--- src/hw/rtl/acbp_ram.sv ---
`timescale 1ns / 1ps
`default_nettype none
// ----------------------------------------------------------------------------
// acbp_ram
// Generic simple dual-port RAM, one write port, one registered read port.
// ----------------------------------------------------------------------------
module acbp_ram #(
  parameter int WIDTH = 8,
  parameter int DEPTH = 16,
  localparam int AW = (DEPTH > 1) ? $clog2(DEPTH) : 1
) (
  input  wire logic             clk_i,
  input  wire logic             we_i,
  input  wire logic [AW-1:0]    waddr_i,
  input  wire logic [WIDTH-1:0] wdata_i,
  input  wire logic [AW-1:0]    raddr_i,
  output logic      [WIDTH-1:0] rdata_o
);

  logic [WIDTH-1:0] mem_q [DEPTH];

  always_ff @(posedge clk_i) begin
    if (we_i) begin
      mem_q[waddr_i] <= wdata_i;
    end
    rdata_o <= mem_q[raddr_i];
  end

endmodule
`default_nettype wire

--- config.mk ---
export PLATFORM = sky130hd
export DESIGN_NAME = acbp_ram
export DESIGN_NICKNAME = d
export VERILOG_FILES = /design/src/hw/rtl/acbp_ram.sv
export SDC_FILE = /design/constraint.sdc
export NUM_CORES = 1
export LEC_CHECK = 0
export BUFFER_PORTS_ARGS = -buffer_cell sky130_fd_sc_hd__buf_4
export CAP_MARGIN = 20
export CORE_MARGIN = 3
export CORE_UTILIZATION = 30
export DETAILED_ROUTE_END_ITERATION = 6
export GPL_TIMING_DRIVEN = 0
export PLACE_DENSITY = 0.51
export RECOVER_POWER = 100
export REMOVE_ABC_BUFFERS = 1
export SYNTH_ARGS = -nofsm -noshare
export SYNTH_HDL_FRONTEND = slang
export SYNTH_SLANG_ARGS = --single-unit
--- constraint.sdc ---
create_clock -name clk_i -period 5.7 [get_ports clk_i]
set_input_delay 1.14 -clock clk_i [delete_from_list [all_inputs] [get_ports clk_i]]
set_output_delay 1.14 -clock clk_i [all_outputs]
set_load 0.01 [all_outputs]
### Word level (Yosys, flattened, before mapping)

Memory sizes are Yosys's and may differ from the RTL's. A register that Yosys moved wholly into a read port is not among the register bits.
Index checks and enable logic that the tools add are counted.
W data, S select, Z words.

| word-level totals | value |
|---|---|
| flip-flop bits (word level) | 0 |
| input port bits | 18 |
| memories | 1 |
| logic and storage cells | 3 |
| RAM bits | 128 |
| output and inout bits | 8 |

| operators by class | value |
|---|---|
| muxes and demuxes | 2 |

Memories:

| name | words | bits a word | read ports | clocked after memory_dff | write ports | RTL line | source |
|---|---|---|---|---|---|---|---|
| mem_q | 16 | 8 | 1 | 1 | 1 | 20 | `logic [WIDTH-1:0] mem_q [DEPTH];` |

Operators by type and width:

| cell | count |
|---|---|
| $mux W1 | 2 |

### Depth between registers and ports, before layout

Gate-level depths: netlist of the first run.

| logic depth | value |
|---|---|
| depth in word-level cells | 2 |
| gate-level depth with buffers | 5 |

### Worst setup path after synthesis of the first run

No wires, ideal clock.

| timing | value |
|---|---|
| path kind | input to register |
| start point | in waddr_i[2] |
| end point | mem mem_q[0][0] (enable) |
| setup time | 0.383 ns |
| path buffers | 0 |
| slack | 3.067 ns |
| stages on the path | 2 |
| arrival time | 2.250 ns |
| cell sequence | or3b_2 nor3_1 |

RTL lines:

| element | RTL line | source |
|---|---|---|
| start, declared | 14 | `input wire logic [AW-1:0] waddr_i,` |
| end, declared | 20 |  |

Straight into the memory's write port.

### Final worst setup path of the first run

| timing | value |
|---|---|
| start point | in waddr_i[2] |
| end point | mem mem_q[0][5] (enable) |

Straight into the memory's write port.

==> run summary, run 1 <==
======================================================================================================
# Max-Cap Violations                                                                                 1
Maximum number of pins on one net before global-route repair                                        33
Die height                                                                                      137 um
Yosys top cell area share                                                                        74.7%
Register Area                                                                                 4000 um2
Kind of path behind the tightest hold check                                               register to register
Total leakage power                                                                            1.90 nW
Area growth, synth to finish                                                                     16.0%
Sequential share of the synthesized area                                                         77.8%
Setup clock skew after layout                                                               0.00860 ns
Logic gate share of total power                                                                   4.5%
Detail-routed net length per standard cell                                                     20.7 um
Transition at the pin with the smallest max-transition slack                                   1.48 ns
First-pass GRT wire length                                                                    15400 um
Synthesis-stage register bit count                                                                 136
Number of antenna diodes                                                                             0
Top Usage Layer GRT                                                                               met2
Worst-case setup margin in the final layout                                                    2.94 ns
Iteration-0 DRC Markers                                                                            223
Number of H-tree levels                                                                              4
Met2 usage in global routing                                                                     19.1%
Met3 Track Usage GR                                                                              3.42%
Buffers from clock root to sink, at most                                                             2
DRC viols                                                                                            0
TritonCTS Buffers                                                                                   17
Final core utilization                                                                           35.8%
Clock transition at the register clock pins on the worst setup and hold paths after CTS        0.05 ns
Clock Sink Count                                                                                   136
Filler cells                                                                                      1580
Post-detailed-route count of antenna-violating nets                                                  0
Flop-to-flop setup slack                                                                       4.33 ns
Largest driver fanout on the critical path                                                           5
Area of all placed cells without fillers                                                      5970 um2
Async set-or-reset flop fraction in the synthesized netlist                                         0%
Dominant cells by area after synthesis                                                    sky130_fd_sc_hd__edfxtp_1 75%, sky130_fd_sc_hd__mux4_2 7.9%, sky130_fd_sc_hd__mux4_1 7.1%, sky130_fd_sc_hd__dfxtp_1 3.1%, sky130_fd_sc_hd__a22oi_1 2.3%
Switching part of the total                                                                      19.8%
# rows                                                                                              47
Cell internal power dissipation                                                              0.00174 W
GRT Overall Usage                                                                                12.0%
Worst rel slew slack                                                                            0.530%
Seq pwr share                                                                                    51.8%
Num ports                                                                                           26
Vias in the first global route                                                                    2396
Number of iterations in the first detailed-routing pass                                              5
Ratio of cells with drive above 1 in the final layout                                            17.8%
Initial core utilization                                                                         30.8%
Average cell area after synthesis                                                             22.5 um2
Leading area contributor after synthesis                                                  sky130_fd_sc_hd__edfxtp_1
Finish-stage setup viols                                                                             0
Nets                                                                                               282
Result of the run                                                                         complete, but fails checks
Post-Place Worst Slack                                                                         2.69 ns
Most instantiated cells after synthesis                                                   128 x sky130_fd_sc_hd__edfxtp_1, 18 x sky130_fd_sc_hd__mux4_2, 16 x sky130_fd_sc_hd__a22oi_1
Number of buffers inserted by post-CTS setup repair                                                  0
Maximum vdd drop                                                                                218 uV
Cell depth of the worst flop-to-flop path                                                            3
Data arrival time of the critical path                                                         2.81 ns
Overall routed net length                                                                     10300 um
Post-Route Setup TNS                                                                              0 ns
Failing checks                                                                            capacitance limit
Fin. Hold Viols                                                                                      0
Count leader, synth                                                                       sky130_fd_sc_hd__edfxtp_1
Vias after detailed routing                                                                       2296
Shortest clock period the worst path allows after layout                                       2.76 ns
Primary flip-flop cell chosen by synthesis mapping                                        sky130_fd_sc_hd__edfxtp_1
Setup crit start kind                                                                       input port
Kind of end point of the critical path                                                        register
Setup repair after global routing missed its margin                                              false
Post-detail-place hpwl                                                                         6210 um
Worst hold path startpoint                                                                mem_q[15][2]
Port bufs                                                                                           25
Capture endpoint of the worst hold path                                                     rdata_o[2]
Clock latency on the worst-skew pair                                                           0.41 ns
Clock Root Buffer                                                                         sky130_fd_sc_hd__clkbuf_16
Number of distinct library cell variants in the gate-level netlist after synthesis                  19
CP Data Required Time                                                                          5.75 ns
Min-Delay Path Depth                                                                                 3
WS Path Type                                                                              input port to register
End of the worst register-to-register path                                                  rdata_o[1]
Origin of the critical flop-to-flop path                                                   mem_q[9][1]
Hold-fix buffers at CTS                                                                              0
Leftover overflow at the end of global routing                                                       0
Total Die Area                                                                               18800 um2
Total placed instance area                                                                    5560 um2
Area of the placeable core                                                                   16700 um2
Fmax                                                                                         0.363 GHz
Ys Warns                                                                                             0
NetSw                                                                                       0.000430 W
PostCTS Resize Cnt                                                                                   0
Placer Congestion                                                                                0.653
Number of standard cells after synthesis                                                           229
Max-slew violations                                                                                  0
Clock tree from TritonCTS                                                                         done
Final Power                                                                                  0.00217 W
Global-route met1 utilization                                                                    15.1%
Post-DR vias/cell                                                                                 4.63
Antenna violations before repair                                                                     0
Post-synth design cell area                                                                   5150 um2
Die Width                                                                                       137 um
Clock network fraction of total power                                                            43.7%
Total area of multi-input combinational cells                                                 1060 um2
Period Utilization, post-route                                                                   48.4%
Power per Cell Area                                                                         364 nW/um2
Post-synth EDFFs                                                                                   128
======================================================================================================
[power groups by stage]
stage               logic [W]  clock network (W)  registers, W
floorplan           0.0000448                  0       0.00115
global placement     0.000108                  0       0.00114
detailed placement   0.000111                  0       0.00114
CTS                  0.000111           0.000966       0.00112
global route         0.000108            0.00101       0.00113
finish              0.0000979           0.000949       0.00112
[routing by layer]
metal	wire, um	vias to the layer above
met5	0	-
met4	169	0
met3	378	13
met2	5250	50
met1	4470	1193
li1	-	1040
[state kept, by name, indices dropped and copies added, names as in the netlist]
signal   flops
mem_q      128
rdata_o      8
[worst max-delay path, cell delays in order]
cell                       delay (ns)
sky130_fd_sc_hd__clkbuf_1        0.10
sky130_fd_sc_hd__or3b_2          0.52
sky130_fd_sc_hd__nor3_1          0.60
sky130_fd_sc_hd__clkbuf_1        0.44
[worst max-delay path by stage]
stage,start,to,slack [ns],cells past startpoint
2_1_floorplan,waddr_i[2],mem_q[0][0],3.07,2
6_report,waddr_i[2],mem_q[0][5],2.94,4
5_1_grt,waddr_i[2],mem_q[0][5],2.89,4
3_3_place_gp,waddr_i[2],mem_q[0][0],2.16,3
3_5_place_dp,waddr_i[2],mem_q[1][0],2.69,3
4_1_cts,waddr_i[2],mem_q[1][0],3.13,3
[logic make-up (layout without fill, tap and decap cells)]
kind of cell	Yosys count	in the layout	synth area share, %
simple gates	35	35	3.18
mux	32	32	15.0
flops	136	136	77.8
compound gates	16	16	2.33
buf+inv	10	57	1.68
[cell type report]
cell class	instances	area share (%)
Multi-Input combinational cell	83	17.7
Tap cell	220	4.61
Timing Repair Buffer	26	2.07
Sequential cell	136	67.0
Clock inverter	4	0.314
Clock buffer	27	8.25
[per-stage QoR]
step                      std cells  hold WS, ns
after floorplan                 219        0.629
after global placement          464        0.656
after detailed placement        465        0.660
after CTS                       496        0.673
after global routing            496        0.714
final                           496        0.666
[placed cells by master, fill, tap and decap left out, types with 4 or more instances in the layout]
cell type / count
sky130_fd_sc_hd__nor3_1: 4
sky130_fd_sc_hd__a22oi_1: 16
sky130_fd_sc_hd__mux4_2: 18
sky130_fd_sc_hd__nor2_1: 13
sky130_fd_sc_hd__edfxtp_1: 128
sky130_fd_sc_hd__clkbuf_16: 17
sky130_fd_sc_hd__clkbuf_1: 26
sky130_fd_sc_hd__dfxtp_1: 8
sky130_fd_sc_hd__buf_4: 7
sky130_fd_sc_hd__mux4_1: 14
sky130_fd_sc_hd__nand2_1: 9
Power figures use the tool's default switching activity.
==> inputs of run 2 (changes only) <==
ABC_AREA = 1   (was not set)
clock period = 2.76 ns   (was 5.7 ns; I/O delays follow)
==> run 2 against run 1 <==
Against the previous run:
- the run now ends clean
- global-route usage up 1.2 points
- final cell count rose by 65%
- die area rose by 11%
- core utilization is 0.76 points lower
- cell area is 10% higher
- non-clock buffer count stayed put
- worst hold slack lost 0.21 ns
- clock power rose by 110%
- critical endpoint is now rdata_o[1]
==> run summary, run 2 <==
======================================================================================================
Result of the run                                                                         complete, no violations
Kind of end point of the critical path                                                        register
Vias in the first global route                                                                    3623
Iteration-0 DRC Markers                                                                            255
Antenna violations before repair                                                                     0
GRT Overall Usage                                                                                13.2%
Placed instance count                                                                              787
Setup clock skew after layout                                                               0.00545 ns
Total Die Area                                                                               20900 um2
Area growth, synth to finish                                                                     13.9%
Dominant cells by area after synthesis                                                    sky130_fd_sc_hd__edfxtp_1 67%, sky130_fd_sc_hd__nand2_1 11%, sky130_fd_sc_hd__nand3_1 8.4%, sky130_fd_sc_hd__inv_1 6.5%, sky130_fd_sc_hd__dfxtp_1 2.8%
Clock Root Buffer                                                                         sky130_fd_sc_hd__clkbuf_16
Hold-fix buffers at CTS                                                                              0
Sequential share of the synthesized area                                                         69.4%
Most instantiated cells after synthesis                                                   173 x sky130_fd_sc_hd__nand2_1, 128 x sky130_fd_sc_hd__edfxtp_1, 100 x sky130_fd_sc_hd__inv_1
Port bufs                                                                                           25
Non-filler cells, final                                                                            819
Leading area contributor after synthesis                                                  sky130_fd_sc_hd__edfxtp_1
Peak per-stage delay on the critical path                                                      0.59 ns
Flip-flop count of the largest register after layout                                               128
Shortest clock period the worst path allows after layout                                       2.13 ns
Async set-or-reset flop fraction in the synthesized netlist                                         0%
Commonest non-fill, non-tap cells in the layout                                           173 x sky130_fd_sc_hd__nand2_1, 128 x sky130_fd_sc_hd__edfxtp_1, 100 x sky130_fd_sc_hd__inv_1, 97 x sky130_fd_sc_hd__nand3_1, 25 x sky130_fd_sc_hd__clkbuf_1
Die Width                                                                                       145 um
Worst path top cell family by delay                                                       buffers and inverters
Transition at the pin with the smallest max-transition slack                                  0.900 ns
PostCTS Resize Cnt                                                                                   0
Clock Sink Count                                                                                   136
End of the worst register-to-register path                                                  rdata_o[0]
Power per Cell Area                                                                         702 nW/um2
Number of buffers inserted by post-CTS setup repair                                                  0
Number of standard cells after synthesis                                                           551
Count leader, synth                                                                       sky130_fd_sc_hd__nand2_1
Total leakage power                                                                            2.74 nW
Period Utilization, post-route                                                                   77.1%
# Max-Cap Violations                                                                                 0
Most flops, register                                                                             mem_q
WS Path Type                                                                              input port to register
Max stage delay cell, worst path                                                          sky130_fd_sc_hd__clkbuf_4
Clock latency on the worst-skew pair                                                           0.41 ns
Min-Delay Path Depth                                                                                 3
Post-detailed-route count of antenna-violating nets                                                  0
Nets                                                                                               590
Largest registers                                                                         mem_q x128, rdata_o x8
Leftover overflow at the end of global routing                                                       0
Most common cell after layout, fill and taps aside                                        sky130_fd_sc_hd__nand2_1
DRC viols                                                                                            0
Cell repeated most along the worst path                                                   sky130_fd_sc_hd__nand2_1
Worst hold path startpoint                                                                  raddr_i[3]
Data arrival time of the critical path                                                         2.42 ns
Kind of path behind the tightest hold check                                               input port to register
Flop-to-flop setup slack                                                                       1.66 ns
Max-slew violations                                                                                  0
Post-synth EDFFs                                                                                   128
Maximum number of pins on one net before global-route repair                                        66
Worst rel slew slack                                                                             40.0%
Cell depth of the worst flop-to-flop path                                                            6
TritonCTS Buffers                                                                                   17
Post-synth design cell area                                                                   5770 um2
Number of H-tree levels                                                                              4
Clock tree from TritonCTS                                                                         done
Primary flip-flop cell chosen by synthesis mapping                                        sky130_fd_sc_hd__edfxtp_1
Number of distinct library cell variants in the gate-level netlist after synthesis                  12
CP Data Required Time                                                                          3.05 ns
Setup repair after global routing missed its margin                                              false
Setup crit start kind                                                                       input port
Buffers from clock root to sink, at most                                                             2
Capture endpoint of the worst hold path                                                     rdata_o[7]
Post-DR vias/cell                                                                                 4.48
Largest driver fanout on the critical path                                                          65
Num ports                                                                                           26
Detail-routed net length per standard cell                                                     15.8 um
Critical-path cell list                                                                   clkbuf_4 > inv_2 > buf_12 > nand2_1 > nand2_1 > nand2_1 > nand3_1 > nand3_1 > nand2_1
Buffer and inverter count on the worst path                                                          3
Post-Route Setup TNS                                                                              0 ns
# rows                                                                                              50
Origin of the critical flop-to-flop path                                                   mem_q[7][0]
Ys Warns                                                                                             0
Finish-stage setup viols                                                                             0
Post-detail-place hpwl                                                                         7750 um
Synthesis-stage register bit count                                                                 136
Placer Congestion                                                                                0.781
Area of the placeable core                                                                   18800 um2
First-pass GRT wire length                                                                    19800 um
Fmax                                                                                         0.470 GHz
Ratio of cells with drive above 1 in the final layout                                            5.98%
Vias after detailed routing                                                                       3673
Maximum vdd drop                                                                                382 uV
Average cell area after synthesis                                                             10.5 um2
Fin. Hold Viols                                                                                      0
Overall routed net length                                                                     13000 um
Die height                                                                                      145 um
Clock transition at the register clock pins on the worst setup and hold paths after CTS        0.05 ns
Number of iterations in the first detailed-routing pass                                              4
Initial core utilization                                                                         30.7%
Yosys top cell area share                                                                        66.7%
Number of antenna diodes                                                                             0
======================================================================================================
==> run 2: cell count changes in the layout (fill, tap and decap cells not counted), sizes merged <==
| cell | previous run | this run |
|---|---|---|
| clkinv | 4 | 3 |
| nand3 | 1 | 97 |
| nand2b | 2 | 0 |
| nor3 | 4 | 0 |
| nand2 | 9 | 173 |
| nor2 | 13 | 17 |
| mux4 | 32 | 0 |
| clkbuf | 46 | 48 |
| inv | 0 | 102 |
| nor2b | 1 | 0 |
| and2b | 1 | 0 |
| and2 | 1 | 0 |
| or3b | 1 | 0 |
| a22oi | 16 | 0 |
==> run 2: cells by family after synthesis <==
kind of cell,after synthesis,share of synthesized area [%]
AND/OR/NAND/NOR,289,21.0
buffers and inverters,126,9.52
flip-flops,136,69.4
==> run 2: layout make-up <==
class                           instances  area, um2
Multi-Input combinational cell        289       1210
Clock buffer                           29        520
Fill cell                            1850      12200
Clock inverter                          3       15.0
Tap cell                              234        293
Timing Repair Buffer                   26        140
Sequential cell                       136       4000
Inverter                              102        383
==> run 2: worst max-delay path by stage <==
stage               depth (start not counted)       start         end  slack (ns)
floorplan                                   6  raddr_i[0]  rdata_o[2]        1.23
global placement                            8  raddr_i[0]  rdata_o[1]        0.10
detailed placement                          9  raddr_i[0]  rdata_o[1]        0.25
CTS                                         9  raddr_i[0]  rdata_o[1]        0.70
global route                                9  raddr_i[0]  rdata_o[1]        0.45
finish                                      9  raddr_i[0]  rdata_o[1]        0.63
==> run 2: worst register-to-register path, delay by kind of cell, from the launching register on <==
kind | cells | cell delay [ns]
buffers and inverters | 1 | 0.06
flip-flops | 1 | 0.36
AND/OR/NAND/NOR | 5 | 0.56
==> run 2: power breakdown <==
group          switching (W)  internal [W]
combinational       0.000201     0.0000709
sequential         0.0000117       0.00231
clock               0.000754       0.00126
==> run 2: metal layers <==
metal,routed length (um),track usage [%],up-vias,part of all wire [%]
met5,0,0,-,0
met4,99,4.42,0,0.76
met3,847,3.74,9,6.5
met2,6110,21.4,95,47
met1,5890,17.1,1756,45
li1,-,-,1813,-
==> run 2: through the flow <==
stage	cell area [um2]	hold WS, ns	total power (W)	utilization (%)	worst slack [ns]
final	6570	0.454	0.00461	35.0	0.632
after global routing	6570	0.446	0.00480	35.0	0.449
after CTS	6640	0.431	0.00468	35.4	0.703
after detailed placement	6100	0.636	0.00266	32.5	0.254
after global placement	6080	0.640	0.00265	32.4	0.104
after floorplan	5600	0.607	0.00249	-	1.23
==> inputs of run 3 (changes only) <==
clock period = 2.1 ns   (was 2.76 ns; I/O delays follow)
==> run 3 against run 2 <==
Against the previous run:
- sequential share of layout area unchanged
- cell area unchanged
- non-clock buffer count unchanged
- critical path depth unchanged
- critical path type unchanged
==> run summary, run 3 (synthesis results as in run 2) <==
======================================================================================================
Result of the run                                                                         complete, no violations
Setup repair after global routing missed its margin                                              false
Port bufs                                                                                           25
Clock transition at the register clock pins on the worst setup and hold paths after CTS        0.05 ns
End of the worst register-to-register path                                                  rdata_o[0]
Cell repeated most along the worst path                                                   sky130_fd_sc_hd__nand2_1
Origin of the critical flop-to-flop path                                                   mem_q[7][0]
Detail-routed net length per standard cell                                                     15.8 um
Ratio of cells with drive above 1 in the final layout                                            5.98%
Data arrival time of the critical path                                                         2.21 ns
Largest registers                                                                         mem_q x128, rdata_o x8
Number of iterations in the first detailed-routing pass                                              4
Die height                                                                                      145 um
Post-detailed-route count of antenna-violating nets                                                  0
Min-Delay Path Depth                                                                                 3
Post-detail-place hpwl                                                                         7750 um
Cell internal power dissipation                                                              0.00479 W
Most common cell after layout, fill and taps aside                                        sky130_fd_sc_hd__nand2_1
PostCTS Resize Cnt                                                                                   0
Setup clock skew after layout                                                               0.00545 ns
Iteration-0 DRC Markers                                                                            255
Post-DR vias/cell                                                                                 4.48
Die Width                                                                                       145 um
Peak per-stage delay on the critical path                                                      0.53 ns
NetSw                                                                                        0.00127 W
Capture endpoint of the worst hold path                                                     rdata_o[7]
Clock latency on the worst-skew pair                                                           0.41 ns
Switching part of the total                                                                      21.0%
Power per Cell Area                                                                         923 nW/um2
Shortest clock period the worst path allows after layout                                       1.92 ns
Clock network fraction of total power                                                            43.7%
Critical-path cell list                                                                   buf_4 > inv_2 > buf_12 > nand2_1 > nand2_1 > nand2_1 > nand3_1 > nand3_1 > nand2_1
Vias in the first global route                                                                    3623
Nets                                                                                               590
Transition at the pin with the smallest max-transition slack                                  0.900 ns
WS Path Type                                                                              input port to register
Max-slew violations                                                                                  0
First-pass GRT wire length                                                                    19800 um
Area growth, synth to finish                                                                     13.9%
Worst slack on hold paths                                                                     0.322 ns
Maximum number of pins on one net before global-route repair                                        66
Number of antenna diodes                                                                             0
Largest driver fanout on the critical path                                                          65
Total leakage power                                                                            2.75 nW
Kind of path behind the tightest hold check                                               input port to register
Worst-case setup margin in the final layout                                                   0.184 ns
Kind of end point of the critical path                                                        register
Buffers from clock root to sink, at most                                                             2
DRC viols                                                                                            0
Fin. Hold Viols                                                                                      0
Flip-flop count of the largest register after layout                                               128
Commonest non-fill, non-tap cells in the layout                                           173 x sky130_fd_sc_hd__nand2_1, 128 x sky130_fd_sc_hd__edfxtp_1, 100 x sky130_fd_sc_hd__inv_1, 97 x sky130_fd_sc_hd__nand3_1, 25 x sky130_fd_sc_hd__clkbuf_1
Placer Congestion                                                                                0.781
Setup crit start kind                                                                       input port
Period Utilization, post-route                                                                   91.3%
Clock Root Buffer                                                                         sky130_fd_sc_hd__clkbuf_16
Logic gate share of total power                                                                   5.9%
Most flops, register                                                                             mem_q
Fmax                                                                                         0.522 GHz
Clock Sink Count                                                                                   136
GRT Overall Usage                                                                                13.2%
Num ports                                                                                           26
Number of buffers inserted by post-CTS setup repair                                                  0
Leftover overflow at the end of global routing                                                       0
Initial core utilization                                                                         30.7%
Worst hold path startpoint                                                                  raddr_i[3]
TritonCTS Buffers                                                                                   17
Total Die Area                                                                               20900 um2
Maximum vdd drop                                                                                502 uV
Hold-fix buffers at CTS                                                                              0
CP Data Required Time                                                                          2.39 ns
Seq pwr share                                                                                    50.4%
Finish-stage setup viols                                                                             0
Flop-to-flop setup slack                                                                       1.00 ns
Vias after detailed routing                                                                       3673
# rows                                                                                              50
Worst rel slew slack                                                                             40.0%
Overall routed net length                                                                     13000 um
# Max-Cap Violations                                                                                 0
Number of H-tree levels                                                                              4
Post-Place Worst Slack                                                                       -0.274 ns
Antenna violations before repair                                                                     0
Clock tree from TritonCTS                                                                         done
Cell depth of the worst flop-to-flop path                                                            6
Max stage delay cell, worst path                                                          sky130_fd_sc_hd__buf_4
Area of the placeable core                                                                   18800 um2
======================================================================================================
[run 3: cell types whose count changed in the layout (fill, tap and decap cells not counted)]
cell | previous run | this run
sky130_fd_sc_hd__buf_4 | 6 | 7
sky130_fd_sc_hd__clkbuf_4 | 1 | 0
[run 3: metal layers]
| layer | vias up | global-route usage (%) | wire, um |
|---|---|---|---|
| met1 | 1756 | 17.1 | 5890 |
| met5 | - | 0 | 0 |
| met4 | 0 | 4.42 | 99 |
| met3 | 9 | 3.74 | 849 |
| li1 | 1813 | - | - |
| met2 | 95 | 21.4 | 6110 |
[run 3: layout make-up]
class	count	area [um2]
fillers	1850	12200
multi-input cells	289	1210
flip-flops and latches	136	4000
clock inverters	3	15.0
repair buffers	26	140
clock buffers	29	520
well taps	234	293
inverters	102	383
[run 3: stage by stage]
step           instances  util (%)  TNS [ns]  cell area, um2  total power [W]
6_report             819      35.0         0            6570          0.00606
3_5_place_dp         787      32.5     -1.81            6100          0.00349
3_3_place_gp         786      32.4     -3.03            6080          0.00348
4_1_cts              819      35.4         0            6640          0.00615
2_1_floorplan        527         -         0            5600          0.00328
5_1_grt              819      35.0         0            6570          0.00631
[run 3: worst max-delay path by stage]
stage | from | endpoint | slack [ns] | cells past startpoint
2_1_floorplan | raddr_i[0] | rdata_o[2] | 0.70 | 6
5_1_grt | raddr_i[0] | rdata_o[1] | 0.01 | 9
3_5_place_dp | raddr_i[0] | rdata_o[1] | -0.27 | 9
6_report | raddr_i[0] | rdata_o[1] | 0.18 | 9
3_3_place_gp | raddr_i[0] | rdata_o[1] | -0.42 | 8
4_1_cts | raddr_i[0] | rdata_o[1] | 0.17 | 9
[run 3: power by group through the flow]
stage	clock network, W	registers [W]	logic [W]
final	0.00265	0.00305	0.000357
after global routing	0.00285	0.00306	0.000403
after CTS	0.00271	0.00305	0.000387
after detailed placement	0	0.00311	0.000386
after global placement	0	0.00310	0.000375
after floorplan	0	0.00311	0.000164
[run 3: worst max-delay path: cells and delay by family]
kind / cells / cell delay [ns]
AND/OR/NAND/NOR: 6 / 0.55
buffers and inverters: 3 / 1.18
